### config.mk
export PLATFORM = sky130hd
export DESIGN_NAME = temporal_color_smoother_unit
export DESIGN_NICKNAME = d
export VERILOG_FILES = /design/src/design/tcs_pkg.sv /design/src/design/tcs_div.sv /design/src/design/temporal_color_smoother_unit.sv
export SDC_FILE = /design/constraint.sdc
export NUM_CORES = 1
export LEC_CHECK = 0
export BUFFER_PORTS_ARGS = -buffer_cell sky130_fd_sc_hd__buf_4
export CORE_ASPECT_RATIO = 0.6
export CORE_MARGIN = 4
export CORE_UTILIZATION = 64
export CTS_BUF_LIST = sky130_fd_sc_hd__clkbuf_8 sky130_fd_sc_hd__clkbuf_16
export DETAILED_ROUTE_END_ITERATION = 10
export GPL_ROUTABILITY_DRIVEN = 1
export HOLD_SLACK_MARGIN = 0.1
export PLACE_DENSITY = 0.85
export SKIP_CTS_REPAIR_TIMING = 1
export SYNTH_ARGS = -nofsm -noshare
export SYNTH_HDL_FRONTEND = slang
export SYNTH_HIERARCHICAL = 1
export SYNTH_SLANG_ARGS = --single-unit
### constraint.sdc
create_clock -name clk -period 11.75 [get_ports clk]
set_input_delay 2.35 -clock clk [delete_from_list [all_inputs] [get_ports clk]]
set_output_delay 2.35 -clock clk [all_outputs]
set_load 0.02 [all_outputs]
### src/design/tcs_pkg.sv
// Shared widths and constants for the temporal color smoother.
// Used by tcs_div, temporal_color_smoother_unit and the testbench; depends on nothing.
`timescale 1ns / 1ps
`default_nettype none

package tcs_pkg;

    localparam int ChanW    = 8;   // bits of one color channel
    localparam int NumChan  = 4;   // alpha, red, green, blue
    localparam int ChanIdxW = 2;
    localparam int ColorW   = ChanW * NumChan;
    localparam int MixSumW  = 12;  // 2*o + 3*n + 5*c, at most 2550
    localparam int RecipW   = 17;
    localparam int MixProdW = MixSumW + RecipW;
    localparam int SqW      = 16;  // d*d, at most 65025
    localparam int SumW     = 18;  // sum over four channels, at most 260100
    localparam int ProdW    = 24;  // limit * d*d
    localparam int QuotW    = 8;   // scaled step never exceeds the limit
    localparam int QuotIdxW = 3;
    localparam int StepW    = 10;  // signed newer +/- step

    // floor(x / 10) == (x * 52429) >> 19 for every x below 43690
    localparam logic [RecipW-1:0] DivTenRecip = 17'd52429;
    localparam int                DivTenShift = 19;

    localparam logic [ChanW-1:0] LimitReset = 8'd5;

endpackage

`default_nettype wire

### src/design/tcs_div.sv
// Restoring divider, one quotient bit per cycle, for the scaled step.
// Quotient is known to fit in tcs_pkg::QuotW bits. Depends on tcs_pkg.
`timescale 1ns / 1ps
`default_nettype none

module tcs_div (
    input  wire logic                       clk,
    input  wire logic                       rst_n,
    input  wire logic                       start,
    input  wire logic [tcs_pkg::ProdW-1:0]  dividend,
    input  wire logic [tcs_pkg::SumW-1:0]   divisor,
    output logic                            done,
    output logic [tcs_pkg::QuotW-1:0]       quotient
);

    localparam int TrialW = tcs_pkg::SumW + tcs_pkg::QuotW;

    logic [tcs_pkg::ProdW-1:0]    rem_reg, rem_next;
    logic [tcs_pkg::SumW-1:0]     dsr_reg;
    logic [tcs_pkg::QuotW-1:0]    q_reg, q_next;
    logic [tcs_pkg::QuotIdxW-1:0] cnt_reg, cnt_next;
    logic                         busy_reg, busy_next;
    logic                         done_reg, done_next;

    logic [TrialW-1:0] shifted;
    logic [TrialW-1:0] rem_ext;
    logic              fits;

    assign shifted = {{tcs_pkg::QuotW{1'b0}}, dsr_reg} << cnt_reg;
    assign rem_ext = {{(TrialW - tcs_pkg::ProdW){1'b0}}, rem_reg};
    assign fits    = rem_ext >= shifted;

    always_comb
    begin
        rem_next  = rem_reg;
        q_next    = q_reg;
        cnt_next  = cnt_reg;
        busy_next = busy_reg;
        done_next = 1'b0;
        if (start)
        begin
            rem_next  = dividend;
            q_next    = '0;
            cnt_next  = tcs_pkg::QuotIdxW'(tcs_pkg::QuotW - 1);
            busy_next = 1'b1;
        end
        else if (busy_reg)
        begin
            if (fits)
            begin
                rem_next         = rem_reg - shifted[tcs_pkg::ProdW-1:0];
                q_next[cnt_reg]  = 1'b1;
            end
            cnt_next = cnt_reg - 1'b1;
            if (cnt_reg == '0)
            begin
                busy_next = 1'b0;
                done_next = 1'b1;
            end
        end
    end

    always_ff @(posedge clk or negedge rst_n)
    begin
        if (!rst_n)
        begin
            busy_reg <= 1'b0;
            done_reg <= 1'b0;
            cnt_reg  <= '0;
        end
        else
        begin
            busy_reg <= busy_next;
            done_reg <= done_next;
            cnt_reg  <= cnt_next;
        end
    end

    always_ff @(posedge clk)
    begin
        rem_reg <= rem_next;
        q_reg   <= q_next;
        if (start)
        begin
            dsr_reg <= divisor;
        end
    end

    assign done     = done_reg;
    assign quotient = q_reg;

`ifndef SYNTHESIS
    a_start_busy: assert property (@(posedge clk) disable iff (!rst_n)
        start |=> busy_reg)
        else $error("divider did not go busy after start");
    a_done_idle: assert property (@(posedge clk) disable iff (!rst_n)
        done_reg |-> !busy_reg)
        else $error("divider done while still busy");
    a_done_pulse: assert property (@(posedge clk) disable iff (!rst_n)
        (done_reg && !$past(start)) |=> !done_reg)
        else $error("divider done held longer than one cycle");
`endif

endmodule

`default_nettype wire

### src/design/temporal_color_smoother_unit.sv
// Temporal color smoother: one averaged ARGB color in, one smoothed color out.
// Sequencer over channels with a shared mix/square step and tcs_div.
// Depends on tcs_pkg and tcs_div.
//
// Channels: input item on in_valid/in_ready, result item on out_valid/out_ready,
// change_limit written through cfg_valid/cfg_ready/cfg_data (always ready;
// write it only while the block is idle).
// Path from input accept to result valid:
//   first frame after reset: input passes straight to the finish step,
//   step not limited: a mix and a square step per channel, then the check,
//   step limited: adds per channel one multiply, eight divider steps and one
//   to apply the step.
// One item is in work at a time; in_ready is high only between items.
// A finished result sits in the output register, and the next item is taken
// meanwhile; it is only held back at its end while that result is not taken.
// Reset clears the history (next item is a first frame), sets change_limit
// to 5 and drops any result not yet taken.
`timescale 1ns / 1ps
`default_nettype none

module temporal_color_smoother_unit (
    input  wire logic                       clk,
    input  wire logic                       rst_n,
    input  wire logic                       cfg_valid,
    output logic                            cfg_ready,
    input  wire logic [tcs_pkg::ChanW-1:0]  cfg_data,
    input  wire logic                       in_valid,
    output logic                            in_ready,
    input  wire logic [tcs_pkg::ChanW-1:0]  in_alpha,
    input  wire logic [tcs_pkg::ChanW-1:0]  in_red,
    input  wire logic [tcs_pkg::ChanW-1:0]  in_green,
    input  wire logic [tcs_pkg::ChanW-1:0]  in_blue,
    output logic                            out_valid,
    input  wire logic                       out_ready,
    output logic [tcs_pkg::ChanW-1:0]       out_alpha,
    output logic [tcs_pkg::ChanW-1:0]       out_red,
    output logic [tcs_pkg::ChanW-1:0]       out_green,
    output logic [tcs_pkg::ChanW-1:0]       out_blue,
    output logic                            step_limited,
    output logic                            first_frame
);

    localparam int W  = tcs_pkg::ChanW;
    localparam int NC = tcs_pkg::NumChan;

    localparam logic [2:0] ST_IDLE = 3'd0;
    localparam logic [2:0] ST_MIX  = 3'd1;
    localparam logic [2:0] ST_SQ   = 3'd2;
    localparam logic [2:0] ST_CHK  = 3'd3;
    localparam logic [2:0] ST_MUL  = 3'd4;
    localparam logic [2:0] ST_DIV  = 3'd5;
    localparam logic [2:0] ST_FIN  = 3'd6;

    localparam logic [tcs_pkg::ChanIdxW-1:0] LastChan = tcs_pkg::ChanIdxW'(NC - 1);

    function automatic logic [W-1:0] chan_of(input logic [tcs_pkg::ColorW-1:0] packed_c,
                                             input logic [tcs_pkg::ChanIdxW-1:0] idx);
        logic [W-1:0] v;
        v = '0;
        unique case (idx)
            2'd0:    v = packed_c[31:24];
            2'd1:    v = packed_c[23:16];
            2'd2:    v = packed_c[15:8];
            default: v = packed_c[7:0];
        endcase
        return v;
    endfunction

    // control
    logic [2:0]                    state_reg, state_next;
    logic [tcs_pkg::ChanIdxW-1:0]  ch_reg, ch_next;
    logic                          hist_valid_reg, hist_valid_next;
    logic                          limited_reg, limited_next;
    logic                          first_reg, first_next;
    logic                          out_valid_reg, out_valid_next;
    logic [W-1:0]                  limit_reg, limit_next;
    logic [tcs_pkg::SumW-1:0]      sum_reg, sum_next;
    logic [tcs_pkg::ColorW-1:0]    older_reg, older_next;
    logic [tcs_pkg::ColorW-1:0]    newer_reg, newer_next;

    // per-channel payload
    logic [W-1:0]           cur_reg [NC];
    logic [W-1:0]           mix_reg [NC];
    logic                   neg_reg [NC];
    logic [tcs_pkg::SqW-1:0] sq_reg [NC];
    logic [W-1:0]           res_reg [NC];
    logic [W-1:0]           out_alpha_reg, out_red_reg, out_green_reg, out_blue_reg;
    logic                   out_limited_reg, out_first_reg;

    logic in_fire;
    logic out_free;
    logic [tcs_pkg::ColorW-1:0] res_packed;

    // shared mix / square datapath on the selected channel
    logic [W-1:0]                  older_ch, newer_ch, cur_ch;
    logic [tcs_pkg::MixSumW-1:0]   mix_sum;
    logic [tcs_pkg::MixProdW-1:0]  mix_prod;
    logic [W-1:0]                  mix_val;
    logic signed [W+1:0]           diff;
    logic [W-1:0]                  mag;
    logic [tcs_pkg::SqW-1:0]       sq_val;

    // scaled step
    logic                          div_start;
    logic                          div_done;
    logic [tcs_pkg::ProdW-1:0]     div_dividend;
    logic [tcs_pkg::QuotW-1:0]     div_q;
    logic signed [tcs_pkg::StepW-1:0] step_sum;
    logic [W-1:0]                  step_val;

    assign in_ready  = (state_reg == ST_IDLE);
    assign in_fire   = in_valid && in_ready;
    assign out_free  = !out_valid_reg || out_ready;
    assign cfg_ready = 1'b1;

    assign older_ch = chan_of(older_reg, ch_reg);
    assign newer_ch = chan_of(newer_reg, ch_reg);
    assign cur_ch   = cur_reg[ch_reg];

    assign mix_sum  = {3'b0, older_ch, 1'b0}
                    + {4'b0, newer_ch} + {3'b0, newer_ch, 1'b0}
                    + {4'b0, cur_ch} + {2'b0, cur_ch, 2'b0};
    assign mix_prod = {{tcs_pkg::RecipW{1'b0}}, mix_sum}
                    * {{tcs_pkg::MixSumW{1'b0}}, tcs_pkg::DivTenRecip};
    assign mix_val  = mix_prod[tcs_pkg::DivTenShift +: W];

    assign diff   = $signed({2'b0, mix_reg[ch_reg]}) - $signed({2'b0, newer_ch});
    assign mag    = diff[W+1] ? W'(-diff) : diff[W-1:0];
    assign sq_val = {8'b0, mag} * {8'b0, mag};

    assign div_dividend = {16'b0, limit_reg} * {8'b0, sq_reg[ch_reg]};

    assign step_sum = neg_reg[ch_reg]
                    ? $signed({2'b0, newer_ch}) - $signed({2'b0, div_q})
                    : $signed({2'b0, newer_ch}) + $signed({2'b0, div_q});
    // clamp to 0..255
    assign step_val = step_sum[tcs_pkg::StepW-1] ? '0
                    : (step_sum[W] ? '1 : step_sum[W-1:0]);

    assign res_packed = {res_reg[0], res_reg[1], res_reg[2], res_reg[3]};

    tcs_div u_div (
        .clk      (clk),
        .rst_n    (rst_n),
        .start    (div_start),
        .dividend (div_dividend),
        .divisor  (sum_reg),
        .done     (div_done),
        .quotient (div_q)
    );

    always_comb
    begin
        state_next      = state_reg;
        ch_next         = ch_reg;
        hist_valid_next = hist_valid_reg;
        limited_next    = limited_reg;
        first_next      = first_reg;
        out_valid_next  = out_valid_reg;
        limit_next      = limit_reg;
        sum_next        = sum_reg;
        older_next      = older_reg;
        newer_next      = newer_reg;
        div_start       = 1'b0;

        if (cfg_valid && cfg_ready)
        begin
            limit_next = cfg_data;
        end
        if (out_valid_reg && out_ready)
        begin
            out_valid_next = 1'b0;
        end

        unique case (state_reg)
            ST_IDLE:
            begin
                if (in_fire)
                begin
                    ch_next      = '0;
                    sum_next     = '0;
                    limited_next = 1'b0;
                    first_next   = !hist_valid_reg;
                    state_next   = hist_valid_reg ? ST_MIX : ST_FIN;
                end
            end
            ST_MIX:
            begin
                state_next = ST_SQ;
            end
            ST_SQ:
            begin
                sum_next = sum_reg + {2'b0, sq_val};
                if (ch_reg == LastChan)
                begin
                    state_next = ST_CHK;
                end
                else
                begin
                    ch_next    = ch_reg + 1'b1;
                    state_next = ST_MIX;
                end
            end
            ST_CHK:
            begin
                ch_next = '0;
                if (sum_reg > {{(tcs_pkg::SumW - W){1'b0}}, limit_reg})
                begin
                    limited_next = 1'b1;
                    state_next   = ST_MUL;
                end
                else
                begin
                    state_next = ST_FIN;
                end
            end
            ST_MUL:
            begin
                div_start  = 1'b1;
                state_next = ST_DIV;
            end
            ST_DIV:
            begin
                if (div_done)
                begin
                    if (ch_reg == LastChan)
                    begin
                        state_next = ST_FIN;
                    end
                    else
                    begin
                        ch_next    = ch_reg + 1'b1;
                        state_next = ST_MUL;
                    end
                end
            end
            ST_FIN:
            begin
                // hold until the output register is free
                if (out_free)
                begin
                    out_valid_next  = 1'b1;
                    hist_valid_next = 1'b1;
                    older_next      = first_reg ? res_packed : newer_reg;
                    newer_next      = res_packed;
                    state_next      = ST_IDLE;
                end
            end
            default:
            begin
                state_next = ST_IDLE;
            end
        endcase
    end

    always_ff @(posedge clk or negedge rst_n)
    begin
        if (!rst_n)
        begin
            state_reg      <= ST_IDLE;
            ch_reg         <= '0;
            hist_valid_reg <= 1'b0;
            limited_reg    <= 1'b0;
            first_reg      <= 1'b0;
            out_valid_reg  <= 1'b0;
            limit_reg      <= tcs_pkg::LimitReset;
            sum_reg        <= '0;
            older_reg      <= '0;
            newer_reg      <= '0;
        end
        else
        begin
            state_reg      <= state_next;
            ch_reg         <= ch_next;
            hist_valid_reg <= hist_valid_next;
            limited_reg    <= limited_next;
            first_reg      <= first_next;
            out_valid_reg  <= out_valid_next;
            limit_reg      <= limit_next;
            sum_reg        <= sum_next;
            older_reg      <= older_next;
            newer_reg      <= newer_next;
        end
    end

    always_ff @(posedge clk)
    begin
        if (in_fire)
        begin
            cur_reg[0] <= in_alpha;
            cur_reg[1] <= in_red;
            cur_reg[2] <= in_green;
            cur_reg[3] <= in_blue;
            // pass-through result for a first frame
            res_reg[0] <= in_alpha;
            res_reg[1] <= in_red;
            res_reg[2] <= in_green;
            res_reg[3] <= in_blue;
        end
        if (state_reg == ST_MIX)
        begin
            mix_reg[ch_reg] <= mix_val;
        end
        if (state_reg == ST_SQ)
        begin
            neg_reg[ch_reg] <= diff[W+1];
            sq_reg[ch_reg]  <= sq_val;
        end
        if ((state_reg == ST_CHK) && !(sum_reg > {{(tcs_pkg::SumW - W){1'b0}}, limit_reg}))
        begin
            for (int i = 0; i < NC; i++)
            begin
                res_reg[i] <= mix_reg[i];
            end
        end
        if ((state_reg == ST_DIV) && div_done)
        begin
            res_reg[ch_reg] <= step_val;
        end
        if ((state_reg == ST_FIN) && out_free)
        begin
            out_alpha_reg   <= res_reg[0];
            out_red_reg     <= res_reg[1];
            out_green_reg   <= res_reg[2];
            out_blue_reg    <= res_reg[3];
            out_limited_reg <= limited_reg;
            out_first_reg   <= first_reg;
        end
    end

    assign out_valid    = out_valid_reg;
    assign out_alpha    = out_alpha_reg;
    assign out_red      = out_red_reg;
    assign out_green    = out_green_reg;
    assign out_blue     = out_blue_reg;
    assign step_limited = out_limited_reg;
    assign first_frame  = out_first_reg;

`ifndef SYNTHESIS
    a_flags_exclusive: assert property (@(posedge clk) disable iff (!rst_n)
        out_valid_reg |-> !(out_limited_reg && out_first_reg))
        else $error("result marked both first frame and step limited");
    a_div_in_div: assert property (@(posedge clk) disable iff (!rst_n)
        div_done |-> (state_reg == ST_DIV))
        else $error("divider finished outside the divide step");
    a_fin_loads: assert property (@(posedge clk) disable iff (!rst_n)
        ((state_reg == ST_FIN) && out_free) |=> (hist_valid_reg && out_valid_reg))
        else $error("finished item did not reach the output register");
    a_first_direct: assert property (@(posedge clk) disable iff (!rst_n)
        (in_fire && !hist_valid_reg) |=> (state_reg == ST_FIN))
        else $error("first frame did not pass straight through");
`endif

endmodule

`default_nettype wire

==> results of run 1 <==
Yosys cell counts (9+ instances only):
master	instances
buf_2	9
a21o_1	18
clkbuf_1	61
and3_1	21
buf_1	11
nand2_1	184
o21a_1	18
a211oi_1	13
o21bai_1	22
and2_1	53
xor2_1	39
a21oi_1	135
nor2b_1	31
o211ai_1	15
edfxtp_1	236
or3_1	10
dfrtp_1	102
ha_1	245
a222oi_1	13
mux4_2	36
mux2_2	42
o21ai_0	78
a31oi_1	12
nor3_1	40
mux2i_1	119
nand3_1	35
xnor2_1	66
o21ai_1	12
inv_1	307
nor2_1	148
fa_1	172
nand2b_1	22
through the flow:
stage | setup WS [ns] | hold WS, ns | instance area, um2 | util, % | std cells
2_1_floorplan | 1.66 | 0.423 | 27000 | - | 2481
3_3_place_gp | 1.96 | 0.461 | 28000 | 68.3 | 3046
3_5_place_dp | 1.57 | 0.462 | 28000 | 68.3 | 3046
4_1_cts | 1.48 | 0.477 | 29200 | 71.2 | 3111
5_1_grt | 0.788 | 0.486 | 29200 | 71.2 | 3111
6_report | 1.37 | 0.485 | 29200 | 71.2 | 3111
layer usage:
metal,routed length [um],up-vias,track usage [%]
met5,27,-,0
met4,930,4,4.04
met3,9150,95,9.94
met2,30700,1011,45.4
met1,30000,9832,46.6
li1,-,8694,-
area by class of cell:
class | instances | area, um2
timing repair buffer | 90 | 676
fill | 2817 | 11800
tap | 560 | 701
sequential | 348 | 9850
clock buffer | 41 | 992
inverter | 312 | 1170
multi-input combinational | 1736 | 15600
clock inverter | 24 | 188
final timing paths:
check | to | slack [ns] | cells after the start
max in group asynchronous | ch_reg[0] | 8.64 | 2
worst min register to register | out_alpha[2] | 0.49 | 0
worst max-delay path | sum_reg[17] | 1.37 | 38
worst min-delay path | out_alpha[2] | 0.49 | 0
worst max register to register | sum_reg[17] | 1.37 | 38
min in group asynchronous | newer_reg[30] | 1.74 | 1
worst max-delay path, delay by kind of cell, from the launching register on:
family	cells	cell delay, ns
compound gates	11	2.47
simple gates	8	1.08
mux	2	0.67
buf+inv	5	1.06
fa+ha+maj	10	3.85
flops	1	0.42
xor+xnor	2	0.73
kinds of logic (layout without fill, tap and decap cells):
| group | after synthesis | count (layout) | synth area share [%] |
|---|---|---|---|
| buf+inv | 397 | 467 | 5.65 |
| simple gates | 582 | 582 | 10.2 |
| mux | 197 | 197 | 9.19 |
| other cells | 2 | 11 | 0.0279 |
| fa+ha+maj | 418 | 418 | 24.2 |
| xor+xnor | 108 | 108 | 3.68 |
| compound gates | 420 | 420 | 10.4 |
| flops | 348 | 348 | 36.6 |
==> qor.txt, run 1 <==
# DRC -> 0
Worst setup path start -> ch_reg[0]
Worst-Margin Slew -> 1.14 ns
Worst EP arrival -> 10.82 ns
Commonest cells after routing, fill and taps aside -> inv_1 (317), ha_1 (245), edfxtp_1 (236), nand2_1 (184), fa_1 (172)
Syn-to-layout area delta -> 8.41%
Area contributors post-synth -> edfxtp_1 (26%), fa_1 (13%), ha_1 (11%)
Peak Freq -> 96.4 MHz
Startpoint Class -> flip-flop
Share of layout cells above drive strength 1 -> 10.7%
Worst relative slew slack -> 24.1%
1st-iter DRT viols -> 2665
Worst-skew pair later-pin latency -> 0.54 ns
Final setup fails -> 0
Clock-pin slew on the worst setup and hold paths -> 0.07 ns
Setup TNS -> 0 ns
# H-tree levels -> 2
Post-Synthesis Cell Area -> 0.0269 mm2
Cts bufs inserted -> 36
#FFs+latches synth -> 348
Diode count -> 0
Area leader, netlist -> edfxtp_1
Global placer's final weighted congestion -> 0.990
Total core area -> 0.0410 mm2
GRT overflow -> 0
Synth cell types -> 91
HP Start -> res_reg[0][2]
DIE HEIGHT -> 167 um
Max Cap Viol -> 0
Largest net degree at the start of global routing -> 86
Synth top area share -> 26.3%
CTS tree -> done
WL final -> 70700 um
CTS max path bufs -> 3
Vias -> 19636
Syn. warnings -> 6
RSZ-0062 raised after global routing -> no
Worst EP required -> 12.19 ns
# port buffers -> 80
Final period util -> 88.3%
Async S/R FF share, synth -> 29.9%
Worst setup EP type -> flip-flop
Cell mode on critical path -> ha_1
DR WL/cell -> 22.7 um
Fin crit period -> 10.38 ns
CP max FO -> 35
Drt via density -> 6.31
Worst min-delay path class -> flip-flop to flip-flop
Worst reg2reg startpoint -> ch_reg[0]
First-pass GRT wire length -> 110000 um
Vias in the first global route -> 19218
Max stage delay on crit path -> 0.53 ns
First drt pass iteration count -> 9
Kind of critical path -> flip-flop to flip-flop
Post-Synthesis Cells -> 2472
Sequential share of the synthesized area -> 36.6%
Dpl hpwl -> 54700 um
Gr usage total -> 30.9%
CTS root buf -> clkbuf_16
Most common cell after layout, fill and taps aside -> inv_1
ANT nets after route -> 0
Fin. Hold Viols -> 0
Worst clock skew -> 0.0301 ns
Status -> finished clean
Main synth FF type -> edfxtp_1
Slowest stage cell, crit path -> fa_1
Initial Utilization -> 65.7%
Final #Nets -> 2986
Antenna violations before repair -> 2
Final slew viol count -> 0
Mean post-synth cell area -> 10.9 um2
Max reg flops -> 60
Die Wd -> 273 um
Top Ports -> 82
FP Rows -> 57
CTS sink cnt -> 348
Post-synth EDFFs -> 236
Die area -> 0.0455 mm2
Power of run 1 is left out: the tool's default activity adds up to more than one toggle a clock period on the data nets, which glitch-free logic cannot reach.
==> inputs of run 2 (changes only) <==
--- a/config.mk
+++ b/config.mk
@@ -7,13 +7,12 @@
 export LEC_CHECK = 0
 export BUFFER_PORTS_ARGS = -buffer_cell sky130_fd_sc_hd__buf_4
 export CORE_ASPECT_RATIO = 0.6
-export CORE_MARGIN = 4
-export CORE_UTILIZATION = 64
+export CORE_UTILIZATION = 45
 export CTS_BUF_LIST = sky130_fd_sc_hd__clkbuf_8 sky130_fd_sc_hd__clkbuf_16
 export DETAILED_ROUTE_END_ITERATION = 10
 export GPL_ROUTABILITY_DRIVEN = 1
 export HOLD_SLACK_MARGIN = 0.1
-export PLACE_DENSITY = 0.85
+export PLACE_DENSITY = 0.64
 export SKIP_CTS_REPAIR_TIMING = 1
 export SYNTH_ARGS = -nofsm -noshare
 export SYNTH_HDL_FRONTEND = slang
==> run 2 against run 1 <==
Against the previous run: die area up 34%; hold slack got worse by 0.0093 ns; critical path depth up 1; non-clock buffer count is 6 higher; clock skew is essentially flat; worst setup slack gained 0.17 ns; first-iteration DRC count down 32%; critical path type unchanged; critical endpoint unchanged; largest cell class unchanged; highest routed layer unchanged.
==> qor.txt, run 2 (synthesis gave the netlist of run 1 again) <==
HP Start -> res_reg[0][1]
Worst setup EP type -> flip-flop
Worst relative slew slack -> 22.9%
1st-iter DRT viols -> 1805
Status -> finished clean
Slowest stage cell, crit path -> fa_1
Syn-to-layout area delta -> 9.84%
DR WL/cell -> 20.8 um
CTS root buf -> clkbuf_16
FP Rows -> 69
Fin. Hold Viols -> 0
Worst reg2reg endpoint -> sum_reg[17]
Startpoint Class -> flip-flop
Worst EP arrival -> 10.70 ns
DIE HEIGHT -> 191 um
Worst-Margin Slew -> 1.14 ns
Vias in the first global route -> 19004
Max stage delay on crit path -> 0.53 ns
Global placer's final weighted congestion -> 0.927
Peak Freq -> 97.9 MHz
Top delay family on crit path -> adder cells
Final period util -> 86.9%
WL final -> 69600 um
CTS tree -> done
GRT overflow -> 0
Top Ports -> 82
Drt via density -> 5.68
Dpl hpwl -> 54600 um
Initial Utilization -> 45.5%
# port buffers -> 80
First drt pass iteration count -> 8
Final setup fails -> 0
Worst min-delay path class -> flip-flop to flip-flop
# DRC -> 0
Hold endpoint -> out_alpha[1]
Worst clock skew -> 0.0298 ns
Die area -> 0.0608 mm2
Cts bufs inserted -> 37
Max Cap Viol -> 0
Commonest cells after routing, fill and taps aside -> inv_1 (312), ha_1 (245), edfxtp_1 (236), nand2_1 (184), fa_1 (172)
Most common cell after layout, fill and taps aside -> inv_1
R2R depth -> 39
CTS max path bufs -> 3
Gr usage total -> 23.2%
Worst-skew pair later-pin latency -> 0.57 ns
RSZ-0062 raised after global routing -> no
First-pass GRT wire length -> 109000 um
Cell mode on critical path -> ha_1
Setup TNS -> 0 ns
Final #Nets -> 2993
Vias -> 18959
Clock-pin slew on the worst setup and hold paths -> 0.07 ns
Hold depth -> 0
Kind of critical path -> flip-flop to flip-flop
Largest net degree at the start of global routing -> 88
Worst reg2reg startpoint -> ch_reg[1]
Antenna violations before repair -> 1
Worst reg-to-reg setup slack -> 1.54 ns
# H-tree levels -> 2
Buffer and inverter count on the worst path -> 6
CP max FO -> 34
Fin crit period -> 10.21 ns
CTS sink cnt -> 348
Total core area -> 0.0591 mm2
Share of layout cells above drive strength 1 -> 11.1%
Diode count -> 0
Die Wd -> 318 um
Final slew viol count -> 0
Max reg flops -> 60
Worst EP required -> 12.24 ns
ANT nets after route -> 0
[run 2: cell type report]
class / instances / area [um2]
clock inverters: 28 / 284
fillers: 5222 / 29600
flip-flops and latches: 348 / 9850
clock buffers: 39 / 965
multi-input cells: 1736 / 15600
well taps: 781 / 977
repair buffers: 96 / 721
inverters: 312 / 1170
[run 2: worst max path at each step]
| stage | slack (ns) | from | cells past startpoint | end |
|---|---|---|---|---|
| after floorplan | 1.66 | ch_reg[0] | 41 | sum_reg[17] |
| after global placement | 1.88 | ch_reg[1] | 37 | sum_reg[17] |
| after detailed placement | 1.57 | ch_reg[1] | 35 | sum_reg[17] |
| after CTS | 1.57 | ch_reg[1] | 35 | sum_reg[17] |
| after global routing | 0.76 | ch_reg[1] | 39 | sum_reg[17] |
| final | 1.54 | ch_reg[1] | 39 | sum_reg[17] |
[run 2: per-layer routing]
layer / vias up / global-route usage (%) / part of all wire, %
met5: - / 0 / 0.019
met4: 2 / 4.85 / 1.7
met3: 88 / 5.28 / 8.4
met2: 643 / 33.3 / 42
met1: 9515 / 35.3 / 48
li1: 8711 / - / -
[run 2: metrics by stage]
step	setup WS, ns	instances	utilization (%)	hold slack [ns]	area (um2)
2_1_floorplan	1.66	2481	-	0.423	27000
3_3_place_gp	1.88	3273	47.9	0.456	28300
3_5_place_dp	1.57	3273	47.9	0.462	28300
4_1_cts	1.57	3340	50.0	0.467	29600
5_1_grt	0.758	3340	50.0	0.483	29600
6_report	1.54	3340	50.0	0.476	29600
Power of run 2 is left out for the same reason.
